--- src/rtl/dfw_pkg.sv ---
`timescale 1ns / 1ps
`default_nettype none
// ----------------------------------------------------------------------------
// dfw_pkg
// Shared types and constants for the DDS tuning word serial writer.
// ----------------------------------------------------------------------------
package dfw_pkg;

    // Word and register widths.
    localparam int WORD_BITS = 28;
    localparam int HALF_BITS = WORD_BITS / 2;
    localparam int CLK_BITS  = 27;
    localparam int FREQ_BITS = 32;
    localparam int NUM_BITS  = 60;
    localparam int REM_BITS  = 36;

    localparam logic [WORD_BITS-1:0] WORD_MAX     = '1;
    localparam logic [CLK_BITS-1:0]  CLK_HZ_RESET = 27'd25000000;

    // Request type codes.
    localparam logic [1:0] REQ_INIT = 2'd0;
    localparam logic [1:0] REQ_HZ   = 2'd1;
    localparam logic [1:0] REQ_RAW  = 2'd2;
    localparam logic [1:0] REQ_NONE = 2'd3;

    // Command frames.
    localparam int          FRAME_BITS  = 16;
    localparam int          RUN_BITS    = 2 * FRAME_BITS;
    localparam logic [15:0] FRAME_RESET = 16'h0100;
    localparam logic [15:0] FRAME_B28   = 16'h2000;
    localparam logic [15:0] CMD_FREQ0   = 16'h4000;

    // One input request.
    typedef struct packed {
        logic [1:0]                  req_type;
        logic signed [FREQ_BITS-1:0] freq_q8;
        logic [WORD_BITS-1:0]        tuning_word;
    } t_in;

    // One serial output bit.
    typedef struct packed {
        logic mosi_bit;
        logic frame_end;
        logic last;
    } t_out;

    // Decoded request handed to the divider.
    typedef struct packed {
        logic [1:0]           kind;
        logic                 neg;
        logic [NUM_BITS-1:0]  num;
        logic [WORD_BITS-1:0] raw;
    } t_div_req;

    // Finished job handed to the serializer.
    typedef struct packed {
        logic                 is_init;
        logic [WORD_BITS-1:0] word;
    } t_job;

endpackage
`default_nettype wire

--- src/rtl/dfw_div.sv ---
`timescale 1ns / 1ps
`default_nettype none
// ----------------------------------------------------------------------------
// dfw_div
// Restoring divider that turns a scaled frequency into a saturated tuning
// word, one quotient bit per cycle. Other requests go straight to the done state.
// ----------------------------------------------------------------------------
module dfw_div (
    input  wire logic                          i_clk,
    input  wire logic                          i_rst_n,
    input  wire logic                          i_valid,
    output logic                               o_ready,
    input  wire dfw_pkg::t_div_req             i_req,
    input  wire logic [dfw_pkg::CLK_BITS-1:0]  i_clk_hz,
    output logic                               o_valid,
    output dfw_pkg::t_job                      o_job,
    input  wire logic                          i_take
);
    import dfw_pkg::*;

    localparam logic [1:0] ST_IDLE = 2'd0;
    localparam logic [1:0] ST_BUSY = 2'd1;
    localparam logic [1:0] ST_DONE = 2'd2;

    logic [1:0]           r_state, n_state;
    logic [4:0]           r_cnt, n_cnt;
    logic [REM_BITS-1:0]  r_rem, n_rem;
    logic [WORD_BITS-1:0] r_low, n_low;
    logic [WORD_BITS-1:0] r_quo, n_quo;
    t_job                 r_job, n_job;

    logic [REM_BITS-1:0]  den;
    logic [REM_BITS-1:0]  shifted;
    logic [REM_BITS-1:0]  diff;
    logic                 ge;
    logic                 load;

    // Divisor is the master clock times 256.
    assign den = {1'b0, i_clk_hz, 8'h00};

    // The first step only checks for overflow; later steps bring in a bit.
    assign shifted = (r_cnt == 5'd0) ? r_rem : {r_rem[REM_BITS-2:0], r_low[WORD_BITS-1]};
    assign ge      = (shifted >= den);
    assign diff    = shifted - den;

    assign o_ready = (r_state == ST_IDLE) || ((r_state == ST_DONE) && i_take);
    assign load    = o_ready && i_valid;
    assign o_valid = (r_state == ST_DONE);
    assign o_job   = r_job;

    // Next-state logic.
    always_comb begin
        n_state = r_state;
        n_cnt   = r_cnt;
        n_rem   = r_rem;
        n_low   = r_low;
        n_quo   = r_quo;
        n_job   = r_job;
        unique case (r_state)
            ST_BUSY: begin
                if (r_cnt == 5'd0) begin
                    if (ge) begin
                        n_job.word = WORD_MAX;
                        n_state    = ST_DONE;
                    end else begin
                        n_cnt = 5'd1;
                    end
                end else begin
                    n_low = {r_low[WORD_BITS-2:0], 1'b0};
                    n_rem = ge ? diff : shifted;
                    n_quo = {r_quo[WORD_BITS-2:0], ge};
                    if (r_cnt == 5'(WORD_BITS)) begin
                        n_job.word = {r_quo[WORD_BITS-2:0], ge};
                        n_state    = ST_DONE;
                    end else begin
                        n_cnt = r_cnt + 5'd1;
                    end
                end
            end
            ST_DONE: begin
                if (i_take) begin
                    n_state = ST_IDLE;
                end
            end
            default: begin
                n_state = ST_IDLE;
            end
        endcase

        // A new request is taken when idle or as the finished one leaves.
        if (load) begin
            n_job.is_init = (i_req.kind == REQ_INIT);
            if ((i_req.kind == REQ_HZ) && !i_req.neg) begin
                n_state = ST_BUSY;
                n_cnt   = 5'd0;
                n_rem   = {4'b0, i_req.num[NUM_BITS-1:WORD_BITS]};
                n_low   = i_req.num[WORD_BITS-1:0];
                n_quo   = '0;
            end else begin
                n_job.word = i_req.neg ? '0 : i_req.raw;
                n_state    = ST_DONE;
            end
        end
    end

    // Control state.
    always_ff @(posedge i_clk) begin
        if (!i_rst_n) begin
            r_state <= ST_IDLE;
        end else begin
            r_state <= n_state;
        end
    end

    // Datapath registers.
    always_ff @(posedge i_clk) begin
        r_cnt <= n_cnt;
        r_rem <= n_rem;
        r_low <= n_low;
        r_quo <= n_quo;
        r_job <= n_job;
    end

endmodule
`default_nettype wire

--- src/rtl/dfw_ser.sv ---
`timescale 1ns / 1ps
`default_nettype none
// ----------------------------------------------------------------------------
// dfw_ser
// Builds the two command frames of a job and shifts them out one bit per
// cycle while the output is not stalled, through an output register.
// ----------------------------------------------------------------------------
module dfw_ser (
    input  wire logic          i_clk,
    input  wire logic          i_rst_n,
    input  wire logic          i_valid,
    output logic               o_take,
    input  wire dfw_pkg::t_job i_job,
    output logic               o_out_valid,
    output dfw_pkg::t_out      o_out,
    input  wire logic          i_out_stall
);
    import dfw_pkg::*;

    logic                r_busy;
    logic [4:0]          r_cnt;
    logic [RUN_BITS-1:0] r_shift;
    logic                r_out_valid;
    t_out                r_out;

    logic                adv;
    logic                run_end;
    logic [RUN_BITS-1:0] frames;

    // A bit moves to the output register whenever that register is free.
    assign adv     = r_busy && (!r_out_valid || !i_out_stall);
    assign run_end = (r_cnt == 5'(RUN_BITS - 1));
    assign o_take  = !r_busy || (adv && run_end);

    // Frames of the next job: two control frames or two FREQ0 writes.
    always_comb begin
        if (i_job.is_init) begin
            frames = {FRAME_RESET, FRAME_B28};
        end else begin
            frames = {CMD_FREQ0 | {2'b00, i_job.word[HALF_BITS-1:0]},
                      CMD_FREQ0 | {2'b00, i_job.word[WORD_BITS-1:HALF_BITS]}};
        end
    end

    // Control state.
    always_ff @(posedge i_clk) begin
        if (!i_rst_n) begin
            r_busy      <= 1'b0;
            r_out_valid <= 1'b0;
            r_cnt       <= '0;
        end else begin
            if (adv) begin
                r_out_valid <= 1'b1;
            end else if (!i_out_stall) begin
                r_out_valid <= 1'b0;
            end
            if (o_take && i_valid) begin
                r_busy <= 1'b1;
                r_cnt  <= '0;
            end else if (adv) begin
                r_cnt <= r_cnt + 5'd1;
                if (run_end) begin
                    r_busy <= 1'b0;
                end
            end
        end
    end

    // Shift register and output payload.
    always_ff @(posedge i_clk) begin
        if (o_take && i_valid) begin
            r_shift <= frames;
        end else if (adv) begin
            r_shift <= {r_shift[RUN_BITS-2:0], 1'b0};
        end
        if (adv) begin
            r_out.mosi_bit  <= r_shift[RUN_BITS-1];
            r_out.frame_end <= (r_cnt[3:0] == 4'hF);
            r_out.last      <= run_end;
        end
    end

    assign o_out_valid = r_out_valid;
    assign o_out       = r_out;

endmodule
`default_nettype wire

--- src/rtl/dds_frequency_word_spi_writer.sv ---
`timescale 1ns / 1ps
`default_nettype none
// ----------------------------------------------------------------------------
// dds_frequency_word_spi_writer
// Turns init, raw-word and frequency requests into serial DDS command frames.
//
//   Channel   Direction  Handshake                  Payload
//   in        input      i_in_valid / o_in_stall    i_in  (t_in)
//   out       output     o_out_valid / i_out_stall  o_out (t_out, one bit)
//   cfg       input      i_cfg_wr_en                i_cfg_wr_data (master clock)
//
// Every request of a known type gives 32 output bits, one per cycle while
// the output is not stalled, so the sustained rate is set by the bit
// serializer. A frequency request is divided while the previous request's
// bits are still shifting out.
// Reset is synchronous and needs no clearing pass. Stalls on the output hold
// the output register and back up through the serializer, divider and input.
// ----------------------------------------------------------------------------
module dds_frequency_word_spi_writer (
    input  wire logic                          i_clk,
    input  wire logic                          i_rst_n,
    input  wire logic                          i_in_valid,
    output logic                               o_in_stall,
    input  wire dfw_pkg::t_in                  i_in,
    output logic                               o_out_valid,
    input  wire logic                          i_out_stall,
    output dfw_pkg::t_out                      o_out,
    input  wire logic                          i_cfg_wr_en,
    input  wire logic [dfw_pkg::CLK_BITS-1:0]  i_cfg_wr_data
);
    import dfw_pkg::*;

    logic [CLK_BITS-1:0] r_clk_hz;
    logic                r_s1_valid;
    t_div_req            r_s1;
    t_div_req            n_s1;

    logic                in_acc;
    logic                div_ready;
    logic                div_valid;
    t_job                div_job;
    logic                ser_take;

    // Master clock register.
    always_ff @(posedge i_clk) begin
        if (!i_rst_n) begin
            r_clk_hz <= CLK_HZ_RESET;
        end else if (i_cfg_wr_en) begin
            r_clk_hz <= i_cfg_wr_data;
        end
    end

    // Stage one: decode and form the numerator f * 2^28 + clk * 128.
    assign o_in_stall = r_s1_valid && !div_ready;
    assign in_acc     = i_in_valid && !o_in_stall;

    always_comb begin
        n_s1.kind = i_in.req_type;
        n_s1.neg  = (i_in.req_type == REQ_HZ) && i_in.freq_q8[FREQ_BITS-1];
        n_s1.raw  = i_in.tuning_word;
        n_s1.num  = {1'b0, i_in.freq_q8[FREQ_BITS-2:0], {WORD_BITS{1'b0}}}
                  + {{(NUM_BITS-CLK_BITS-7){1'b0}}, r_clk_hz, 7'b0};
    end

    always_ff @(posedge i_clk) begin
        if (!i_rst_n) begin
            r_s1_valid <= 1'b0;
        end else if (in_acc) begin
            r_s1_valid <= (i_in.req_type != REQ_NONE);
        end else if (div_ready) begin
            r_s1_valid <= 1'b0;
        end
    end

    always_ff @(posedge i_clk) begin
        if (in_acc) begin
            r_s1 <= n_s1;
        end
    end

    // Stage two: tuning word division.
    dfw_div u_div (
        .i_clk    (i_clk),
        .i_rst_n  (i_rst_n),
        .i_valid  (r_s1_valid),
        .o_ready  (div_ready),
        .i_req    (r_s1),
        .i_clk_hz (r_clk_hz),
        .o_valid  (div_valid),
        .o_job    (div_job),
        .i_take   (ser_take)
    );

    // Stage three: frame serializer and output register.
    dfw_ser u_ser (
        .i_clk       (i_clk),
        .i_rst_n     (i_rst_n),
        .i_valid     (div_valid),
        .o_take      (ser_take),
        .i_job       (div_job),
        .o_out_valid (o_out_valid),
        .o_out       (o_out),
        .i_out_stall (i_out_stall)
    );

    // The final bit of a run is always the end of a frame.
    a_last_ends_frame: assert property (@(posedge i_clk) disable iff (!i_rst_n)
        (o_out_valid && o_out.last) |-> o_out.frame_end)
        else $error("last bit without frame end");

    // An accepted request of a known type enters stage one.
    a_req_enters: assert property (@(posedge i_clk) disable iff (!i_rst_n)
        (in_acc && (i_in.req_type != REQ_NONE)) |=> r_s1_valid)
        else $error("accepted request lost at stage one");

    // Reset empties the output.
    a_reset_clears: assert property (@(posedge i_clk)
        !i_rst_n |=> !o_out_valid)
        else $error("output valid after reset");

endmodule
`default_nettype wire
--- config.mk ---
export PLATFORM = sky130hd
export DESIGN_NAME = dds_frequency_word_spi_writer
export DESIGN_NICKNAME = d
export VERILOG_FILES = /design/src/rtl/dfw_pkg.sv /design/src/rtl/dfw_div.sv /design/src/rtl/dfw_ser.sv /design/src/rtl/dds_frequency_word_spi_writer.sv
export SDC_FILE = /design/constraint.sdc
export NUM_CORES = 1
export LEC_CHECK = 0
export BUFFER_PORTS_ARGS = -buffer_cell sky130_fd_sc_hd__buf_4
export CELL_PAD_IN_SITES_DETAIL_PLACEMENT = 1
export CELL_PAD_IN_SITES_GLOBAL_PLACEMENT = 1
export CORE_AREA = 4 4 174 176
export CTS_BUF_LIST = sky130_fd_sc_hd__clkbuf_4 sky130_fd_sc_hd__clkbuf_8 sky130_fd_sc_hd__clkbuf_16
export CTS_CLUSTER_DIAMETER = 100
export CTS_CLUSTER_SIZE = 10
export DETAILED_ROUTE_END_ITERATION = 7
export DIE_AREA = 0 0 178 180
export GPL_ROUTABILITY_DRIVEN = 0
export HOLD_SLACK_MARGIN = 0.08
export PLACE_DENSITY = 0.92
export SKIP_CTS_REPAIR_TIMING = 1
export SYNTH_ARGS = -nofsm -noshare
export SYNTH_HDL_FRONTEND = slang
export SYNTH_SLANG_ARGS = --single-unit
--- constraint.sdc ---
create_clock -name i_clk -period 6.6 [get_ports i_clk]
set_input_delay 0.66 -clock i_clk [delete_from_list [all_inputs] [get_ports i_clk]]
set_output_delay 0.66 -clock i_clk [all_outputs]
set_load 0.05 [all_outputs]
==> results.sh, run 1 <==
export IMPL_cap_violations=0
export IMPL_antenna_left=0
export IMPL_startpoint_type="flip-flop"
export IMPL_fmax_mhz=183.5
export IMPL_cts_buffers=34
export IMPL_max_stage_delay_ns=0.82
export IMPL_yosysTopAreaCellShare_pct=26.94
export IMPL_cts_buffer_depth=3
export IMPL_grt_max_degree=84
export IMPL_drive_gt1_share_pct=12.67
export IMPL_rsz0062_at_grt="no"
export IMPL_path_clk_slew_ns=0.06
export IMPL_critPathArrivalTime_ns=5.81
export IMPL_detail_route_vias_per_cell=5.881
export IMPL_synth_area_top_cells="edfxtp_1, dfxtp_1, nand2_1"
export IMPL_min_period_ns=5.450
export IMPL_cts_tree="yes"
export IMPL_p_leak_nw=6.300
export IMPL_synth_main_ff_cell="dfxtp_1"
export IMPL_status="completed"
export IMPL_max_slew_margin_rel_pct=25.30
export IMPL_crit_family="compound AO/OA/AOI/OAI gates"
export IMPL_worstPathCellList="inv_1 -> ha_1 -> nor4b_4 -> buf_4 -> nand2_1 -> nand2_1 -> ha_1 -> and3_1 -> and4_1 -> o21ai_0 -> a31oi_1 -> or2_2 -> a31oi_4 -> o21ai_4 -> nor2_1 -> o41ai_1"
export IMPL_crit_required_ns=6.96
export IMPL_netlist_top_cells_count="nand2_1, dfxtp_1, nor2_1, edfxtp_1, a21oi_1"
export IMPL_cts_sinks=281
export IMPL_clk_root_buffer_cell="clkbuf_16"
export IMPL_antenna_found_initial=0
export IMPL_syn_inst=1470
export IMPL_routed_wl_mm=41.65
export IMPL_finalMaxSlewViolations=0
export IMPL_ys_seq_elements=281
export IMPL_clock_latency_ns=0.52
export IMPL_finalSetupTns_ns=0
export IMPL_setup_viol=0
export IMPL_synth_cell_types=64
export IMPL_synth_top_area_cell="edfxtp_1"
export IMPL_synthesis_area_mm2=0.01338
export IMPL_fin_crit_sh_pct=82.58
export IMPL_grt_usage_pct=25.69
export IMPL_cp_end_kind="flip-flop"
export IMPL_dp_hpwl_mm=25.57
export IMPL_syn_nets=1603
export IMPL_dr_pass1_iters=5
export IMPL_criticalPathCategory="flip-flop to flip-flop"
export IMPL_syn_to_final_growth_pct=15.67
export IMPL_final_hold_viol_count=0
export IMPL_wire_per_inst_um=21.48
export IMPL_power_switching_mw=2.768
export IMPL_start_util_pct=46.73
export IMPL_io_pins=99
export IMPL_drc=0
export IMPL_p_clk_share_pct=25.9
export IMPL_synth_edff_count=120
export IMPL_seq_area_frac_synth_pct=51.03
export IMPL_pwr_share_comb_pct=39.6
export IMPL_synthArstFlopShare_pct=0
export IMPL_cp_slowest_cell="o21ai_4"
export IMPL_globalRouteOverflowTotal=0
export IMPL_vdd_ir_drop_max_uv=260.7
export IMPL_io_buffers=98
export IMPL_path_buf_inv=2
export IMPL_syn_area_per_cell_um2=9.101
export IMPL_grt_first_pass_wirelength_mm=66.74
export IMPL_p_int_mw=4.347
export IMPL_routed_via_count=11400
export IMPL_die_area_mm2=0.03204
export IMPL_min_path_type="input pin to flip-flop"
export IMPL_grt_pass1_vias=12310
export IMPL_coreArea_mm2=0.02863
export IMPL_drtIter0Drc=885
export IMPL_synth_most_common_cell="nand2_1"
export IMPL_cts_htree_levels=2
export IMPL_row_count=62
export IMPL_pwr_share_seq_pct=34.5
export IMPL_tightest_slew_ns=1.120
export IMPL_skew_ns=0.02043
export IMPL_p_per_area_mw_per_mm2=459.8
export IMPL_fp_dieW_um=178
export IMPL_yosys_warnings=0
export IMPL_swShare_pct=38.90
export IMPL_final_nets=1663
export IMPL_crit_fanout=28
export IMPL_die_height_um=180
export IMPL_hold_ws_ns=0.3144
export IMPL_diodes=0
-- sequential cells by signal, indices dropped and copies added, names as in the netlist, 5 cells and up --
register,count
u_div.r_quo,27
u_div.r_cnt,5
u_div.r_low,28
u_div.r_rem,36
u_ser.r_shift,32
u_div.o_job,29
r_clk_hz,27
r_s1,84
u_ser.r_cnt,5
-- area by class of cell --
| class | count | area [um2] |
|---|---|---|
| clock buffers | 58 | 1049 |
| flip-flops and latches | 281 | 6827 |
| multi-input cells | 1057 | 6076 |
| repair buffers | 111 | 833.3 |
| well taps | 384 | 480.5 |
| clock inverters | 3 | 41.29 |
| inverters | 45 | 168.9 |
| fillers | 3250 | 13150 |
-- per-stage QoR --
step | utilization, % | total power [mW] | instances | instance area [um2] | setup slack, ns
finish | 54.06 | 7.115 | 1939 | 15470 | 1.150
global placement | 50.25 | 4.945 | 1878 | 14390 | 1.796
global route | 54.06 | 7.502 | 1939 | 15470 | 0.8132
floorplan | - | 4.451 | 1470 | 13380 | 0.9187
detailed placement | 50.25 | 5.129 | 1878 | 14390 | 1.409
CTS | 54.06 | 7.073 | 1939 | 15470 | 1.281
-- power groups by stage --
| stage | registers [mW] | logic [mW] | clock network [mW] |
|---|---|---|---|
| after global routing | 2.48 | 3.08 | 1.94 |
| after floorplan | 2.37 | 2.08 | 0 |
| after CTS | 2.44 | 2.77 | 1.86 |
| after global placement | 2.43 | 2.52 | 0 |
| final | 2.45 | 2.82 | 1.84 |
| after detailed placement | 2.46 | 2.67 | 0 |
-- worst register-to-register path, stage by stage (launching register included) --
cell and delay (ns):
dfxtp_1 0.36, inv_1 0.09, ha_1 0.21, nor4b_4 0.76, buf_4 0.41, nand2_1 0.10, nand2_1 0.10, ha_1 0.27
and3_1 0.28, and4_1 0.22, o21ai_0 0.12, a31oi_1 0.29, or2_2 0.24, a31oi_4 0.39, o21ai_4 0.83, nor2_1 0.15
o41ai_1 0.46
-- kinds of logic after synthesis --
family / after synthesis / synth area share [%]
compound gates: 308 / 15.18
xor+xnor: 55 / 3.601
fa+ha+maj: 39 / 3.760
buf+inv: 132 / 3.919
flops: 281 / 51.03
mux: 25 / 1.908
simple gates: 630 / 20.60
-- worst paths after layout --
kind                                        start              to  slack, ns  cells past startpoint
worst max-delay path               u_div.r_cnt[0]  u_div.o_job[3]       1.15                     16
worst min-delay path                     i_in[13]        r_s1[13]       0.31                      1
worst max register to register     u_div.r_cnt[0]  u_div.o_job[3]       1.15                     16
worst min register to register  u_ser.r_shift[31]  u_ser.o_out[2]       0.41                      0
-- layout by cell type, fill, tap and decap left out, types with 8 or more instances in the layout --
cell,instances
a211o_1,8
nor3_1,32
nor2_1,136
dfxtp_1,161
xnor2_1,36
nand3_1,16
nand2_1,322
a21oi_1,74
nor2b_1,27
o211ai_1,17
edfxtp_1,120
o21ai_0,70
xor2_1,19
o41ai_1,26
clkbuf_16,35
mux2i_1,24
a21o_1,18
clkbuf_4,23
buf_4,111
and3_1,29
a31oi_1,40
nand2b_1,30
ha_1,37
inv_1,45
-- per-layer routing --
metal,vias to the layer above,routed length (um),track usage (%)
met5,-,0,0
met4,0,1358,9.499
met3,105,2364,3.382
met2,443,20880,44.23
met1,5618,17050,32.88
li1,5237,-,-
No activity file was read; power rests on OpenSTA's default activity.
==> run 2: changes to the inputs <==
- CORE_AREA: 4 4 174 176 -> 4 4 184 186
- DIE_AREA: 0 0 178 180 -> 0 0 188 190
- PLACE_DENSITY: 0.92 -> 0.87
- clock period: 6.6 -> 4.8 ns (I/O delays scaled with it)
==> results.sh, run 2 (synthesis results as in run 1) <==
export IMPL_dr_pass1_iters=5
export IMPL_r2r_end="u_div.o_job[18]"
export IMPL_path_clk_slew_ns=0.06
export IMPL_cp_slowest_cell="or4b_4"
export IMPL_cts_htree_levels=2
export IMPL_cts_buffers=34
export IMPL_routed_via_count=10970
export IMPL_crit_path_start="u_div.r_cnt[0]"
export IMPL_p_leak_nw=6.339
export IMPL_antenna_left=0
export IMPL_drive_gt1_share_pct=13.05
export IMPL_row_count=66
export IMPL_detail_route_vias_per_cell=5.471
export IMPL_final_common_cell="nand2_1"
export IMPL_globalRouteOverflowTotal=0
export IMPL_rsz0062_at_grt="no"
export IMPL_startpoint_type="flip-flop"
export IMPL_diodes=0
export IMPL_min_path_type="input pin to flip-flop"
export IMPL_cts_sinks=281
export IMPL_die_height_um=190
export IMPL_mostFrequentLayoutCells="nand2_1, dfxtp_1, nor2_1"
export IMPL_setup_viol=0
export IMPL_max_stage_delay_ns=0.64
export IMPL_drc=0
export IMPL_grt_max_degree=84
export IMPL_io_buffers=98
export IMPL_min_period_ns=4.456
export IMPL_top_register="r_s1"
export IMPL_final_core_util_pct=48.38
export IMPL_largestRegisters="r_s1: 84 flops, u_div.r_rem: 36 flops, u_ser.r_shift: 32 flops"
export IMPL_fmax_mhz=224.4
export IMPL_critPathArrivalTime_ns=4.84
export IMPL_cap_violations=0
export IMPL_criticalPathCategory="flip-flop to flip-flop"
export IMPL_routed_wl_mm=36.66
export IMPL_clock_latency_ns=0.53
export IMPL_r2r_slack_ns=0.34
export IMPL_cts_buffer_depth=3
export IMPL_grt_usage_pct=20.12
export IMPL_cts_tree="yes"
export IMPL_grt_pass1_vias=11590
export IMPL_start_util_pct=41.43
export IMPL_grt_first_pass_wirelength_mm=59.67
export IMPL_worstRegToRegCells=17
export IMPL_final_nets=1670
export IMPL_drtIter0Drc=605
export IMPL_place_ws_ns=0.3661
export IMPL_syn_to_final_growth_pct=16.76
export IMPL_max_slew_margin_rel_pct=17.25
export IMPL_crit_fanout=27
export IMPL_coreArea_mm2=0.03229
export IMPL_holdPathStages=1
export IMPL_fin_crit_sh_pct=92.82
export IMPL_skew_ns=0.02597
export IMPL_layout_setup_ws_ns=0.3445
export IMPL_antenna_found_initial=0
export IMPL_clk_root_buffer_cell="clkbuf_16"
export IMPL_largest_reg_flops=84
export IMPL_final_hold_viol_count=0
export IMPL_nFillCells=3705
export IMPL_die_area_mm2=0.03572
export IMPL_finalSetupTns_ns=0
export IMPL_cp_end_kind="flip-flop"
export IMPL_status="completed"
export IMPL_p_total_mw=9.612
export IMPL_hold_ws_ns=0.1383
export IMPL_dp_hpwl_mm=24.65
export IMPL_vdd_ir_drop_max_uv=403.6
export IMPL_io_pins=99
export IMPL_fp_dieW_um=188
export IMPL_tightest_slew_ns=1.237
export IMPL_crit_required_ns=5.18
export IMPL_worstPathCellList="inv_1 -> ha_1 -> or4b_4 -> nand2_1 -> nand2_1 -> ha_1 -> and3_1 -> and4_1 -> o21ai_0 -> a31oi_1 -> or2_2 -> a31oi_4 -> buf_4 -> o21ai_4 -> buf_4 -> nor2_1 -> o41ai_1"
export IMPL_wire_per_inst_um=18.28
export IMPL_p_per_area_mw_per_mm2=615.4
export IMPL_finalMaxSlewViolations=0
export IMPL_r2r_start="u_div.r_cnt[0]"
export IMPL_crit_end="u_div.o_job[18]"
[run 2: worst max-delay path: cells and delay by family, from the launching register on]
kind                     cells  cell delay (ns)
AO/OA/AOI/OAI                5             1.02
flip-flops                   1             0.35
adder cells (fa/ha/maj)      2             0.65
buffers and inverters        3             0.63
AND/OR/NAND/NOR              7             1.66
[run 2: metal layers]
layer | global-route usage, % | share of wire, %
met3 | 3.413 | 3.5
met4 | 8.075 | 3.8
met1 | 24.23 | 42
met5 | 0 | 0
met2 | 35.86 | 50
[run 2: worst min-delay path by stage]
| stage | slack, ns | end | startpoint |
|---|---|---|---|
| 2_1_floorplan | 0.40 | u_ser.o_out[2] | u_ser.r_shift[31] |
| 3_3_place_gp | 0.41 | r_s1[47] | r_clk_hz[12] |
| 3_5_place_dp | 0.42 | u_ser.o_out[2] | u_ser.r_shift[31] |
| 4_1_cts | 0.12 | r_s1[18] | i_in[18] |
| 5_1_grt | 0.12 | r_s1[26] | i_in[26] |
| 6_report | 0.14 | r_s1[3] | i_in[3] |
[run 2: through the flow]
step | area [um2] | instances
floorplan | 13380 | 1470
global placement | 14510 | 1942
detailed placement | 14510 | 1942
CTS | 15610 | 2004
global route | 15620 | 2005
finish | 15620 | 2005
[run 2: area by class of cell]
cell class	count	area, um2	share of cell area [%]
Clock buffer	59	1056	6.761
Clock inverter	3	37.54	0.2403
Inverter	45	168.9	1.081
Multi-Input combinational cell	1058	6087	38.97
Sequential cell	281	6827	43.70
Tap cell	442	553.0	3.541
Timing Repair Buffer	117	890.9	5.703
[run 2: where the power goes]
group	switching, mW	internal [mW]	leakage (nW)
clock network	0.998	1.51	0.561
registers	0.352	2.99	2.49
logic	2.24	1.52	3.29
==> run 3: changes to the inputs <==
- CORE_AREA: 4 4 184 186 -> 4 4 174 176
- DIE_AREA: 0 0 188 190 -> 0 0 178 180
- PLACE_DENSITY: 0.87 -> 0.92
- clock period: 4.8 -> 4.7 ns (I/O delays scaled with it)
==> results.sh, run 3 (synthesis results as in run 1) <==
export IMPL_status="completed"
export IMPL_fin_crit_sh_pct=97.21
export IMPL_place_inst=1887
export IMPL_fp_dieW_um=178
export IMPL_place_area_mm2=0.01448
export IMPL_die_height_um=180
export IMPL_r2r_slack_ns=0.13
export IMPL_cts_sinks=281
export IMPL_final_nets=1681
export IMPL_final_common_cell="nand2_1"
export IMPL_io_pins=99
export IMPL_cts_htree_levels=2
export IMPL_antenna_left=0
export IMPL_path_clk_slew_ns=0.06
export IMPL_final_hold_viol_count=0
export IMPL_critPathArrivalTime_ns=4.94
export IMPL_routed_wl_mm=43.82
export IMPL_wire_per_inst_um=22.42
export IMPL_coreArea_mm2=0.02863
export IMPL_max_slew_margin_rel_pct=17.71
export IMPL_post_route_cell_area_mm2=0.01566
export IMPL_cts_buffers=34
export IMPL_cts_tree="yes"
export IMPL_clock_latency_ns=0.52
export IMPL_dr_pass1_iters=6
export IMPL_hold_start="i_in[16]"
export IMPL_row_count=62
export IMPL_drc=0
export IMPL_startpoint_type="flip-flop"
export IMPL_antenna_found_initial=0
export IMPL_fmax_mhz=218.9
export IMPL_criticalPathCategory="flip-flop to flip-flop"
export IMPL_crit_family="simple AND/OR/NAND/NOR gates"
export IMPL_finalMaxSlewViolations=0
export IMPL_p_leak_nw=6.386
export IMPL_crit_fanout=8
export IMPL_path_buf_inv=3
export IMPL_top_register="r_s1"
export IMPL_globalRouteOverflowTotal=0
export IMPL_skew_ns=0.02249
export IMPL_crit_required_ns=5.07
export IMPL_instances_no_fill=1955
export IMPL_drtIter0Drc=1146
export IMPL_largestRegisters="r_s1: 84 flops, u_div.r_rem: 36 flops, u_ser.r_shift: 32 flops"
export IMPL_die_area_mm2=0.03204
export IMPL_min_period_ns=4.569
export IMPL_setup_viol=0
export IMPL_drive_gt1_share_pct=13.63
export IMPL_largest_reg_flops=84
export IMPL_p_total_mw=10.42
export IMPL_io_buffers=98
export IMPL_cts_buffer_depth=3
export IMPL_r2r_start="u_div.r_cnt[0]"
export IMPL_p_per_area_mw_per_mm2=665.3
export IMPL_tightest_slew_ns=1.234
export IMPL_grt_max_degree=85
export IMPL_clk_root_buffer_cell="clkbuf_16"
export IMPL_crit_top_cell="nand2_1"
export IMPL_cap_violations=0
export IMPL_grt_first_pass_wirelength_mm=65.51
export IMPL_syn_to_final_growth_pct=17.06
export IMPL_grt_usage_pct=25.43
export IMPL_max_stage_delay_ns=0.58
export IMPL_finalSetupTns_ns=0
export IMPL_cp_slowest_cell="or4b_4"
export IMPL_worstRegToRegCells=17
export IMPL_holdPathEnd="r_s1[16]"
export IMPL_routed_via_count=11830
export IMPL_grt_pass1_vias=12060
export IMPL_dp_hpwl_mm=25.66
export IMPL_mostFrequentLayoutCells="nand2_1, dfxtp_1, nor2_1"
export IMPL_r2r_end="u_div.o_job[17]"
export IMPL_worstPathCellList="inv_1 -> ha_2 -> or4b_4 -> nand2_1 -> nand2_1 -> ha_1 -> nand2_1 -> or4_1 -> nor4_2 -> a31oi_1 -> a21boi_4 -> a31oi_4 -> buf_12 -> o21ai_4 -> buf_4 -> nor2_1 -> o41ai_1"
export IMPL_start_util_pct=46.73
export IMPL_cp_end_kind="flip-flop"
export IMPL_holdPathStages=1
export IMPL_vdd_ir_drop_max_uv=418.4
export IMPL_detail_route_vias_per_cell=6.049
export IMPL_min_path_type="input pin to flip-flop"
[run 3: routing by layer]
layer	vias to the layer above	global-route usage [%]	part of all wire, %
met4	0	9.282	4.0
met2	548	42.78	48
met1	5821	33.06	41
met3	157	4.013	7.0
met5	-	0	0
li1	5299	-	-
[run 3: how the worst max path moves through the flow]
stage / from / to / slack (ns) / cells past startpoint
CTS: u_div.r_cnt[0] / u_div.o_job[15] / -0.18 / 15
global route: u_div.r_cnt[0] / u_div.o_job[17] / -0.01 / 17
floorplan: u_ser.r_cnt[0] / r_s1[0] / 0.62 / 7
finish: u_div.r_cnt[0] / u_div.o_job[17] / 0.13 / 17
detailed placement: u_div.r_cnt[0] / u_div.o_job[5] / 0.06 / 15
global placement: u_div.r_cnt[0] / u_div.o_job[10] / 0.38 / 15
[run 3: cell type report]
class	instances	area, um2
clock buffer	56	1033
antenna	1	2.502
tap	384	480.5
clock inverter	2	17.52
fill	3216	12960
multi-input combinational	1061	6155
sequential	281	6827
timing repair buffer	125	975.9
inverter	45	168.9
[run 3: metrics by stage]
stage / worst slack [ns] / utilization (%) / hold slack [ns]
floorplan: 0.6186 / - / 0.4003
global placement: 0.3801 / 50.57 / 0.4047
detailed placement: 0.06432 / 50.57 / 0.4097
CTS: -0.1815 / 54.24 / 0.1185
global route: -0.01098 / 54.70 / 0.1217
finish: 0.1309 / 54.71 / 0.1279
[run 3: where the power goes]
group          internal [mW]  total (mW)  switching, mW  leakage (nW)
Sequential              3.05        3.46          0.410          2.49
Clock                   1.51        2.52           1.01         0.537
Combinational           1.74        4.44           2.70          3.36
Total                   6.30        10.4           4.12          6.39
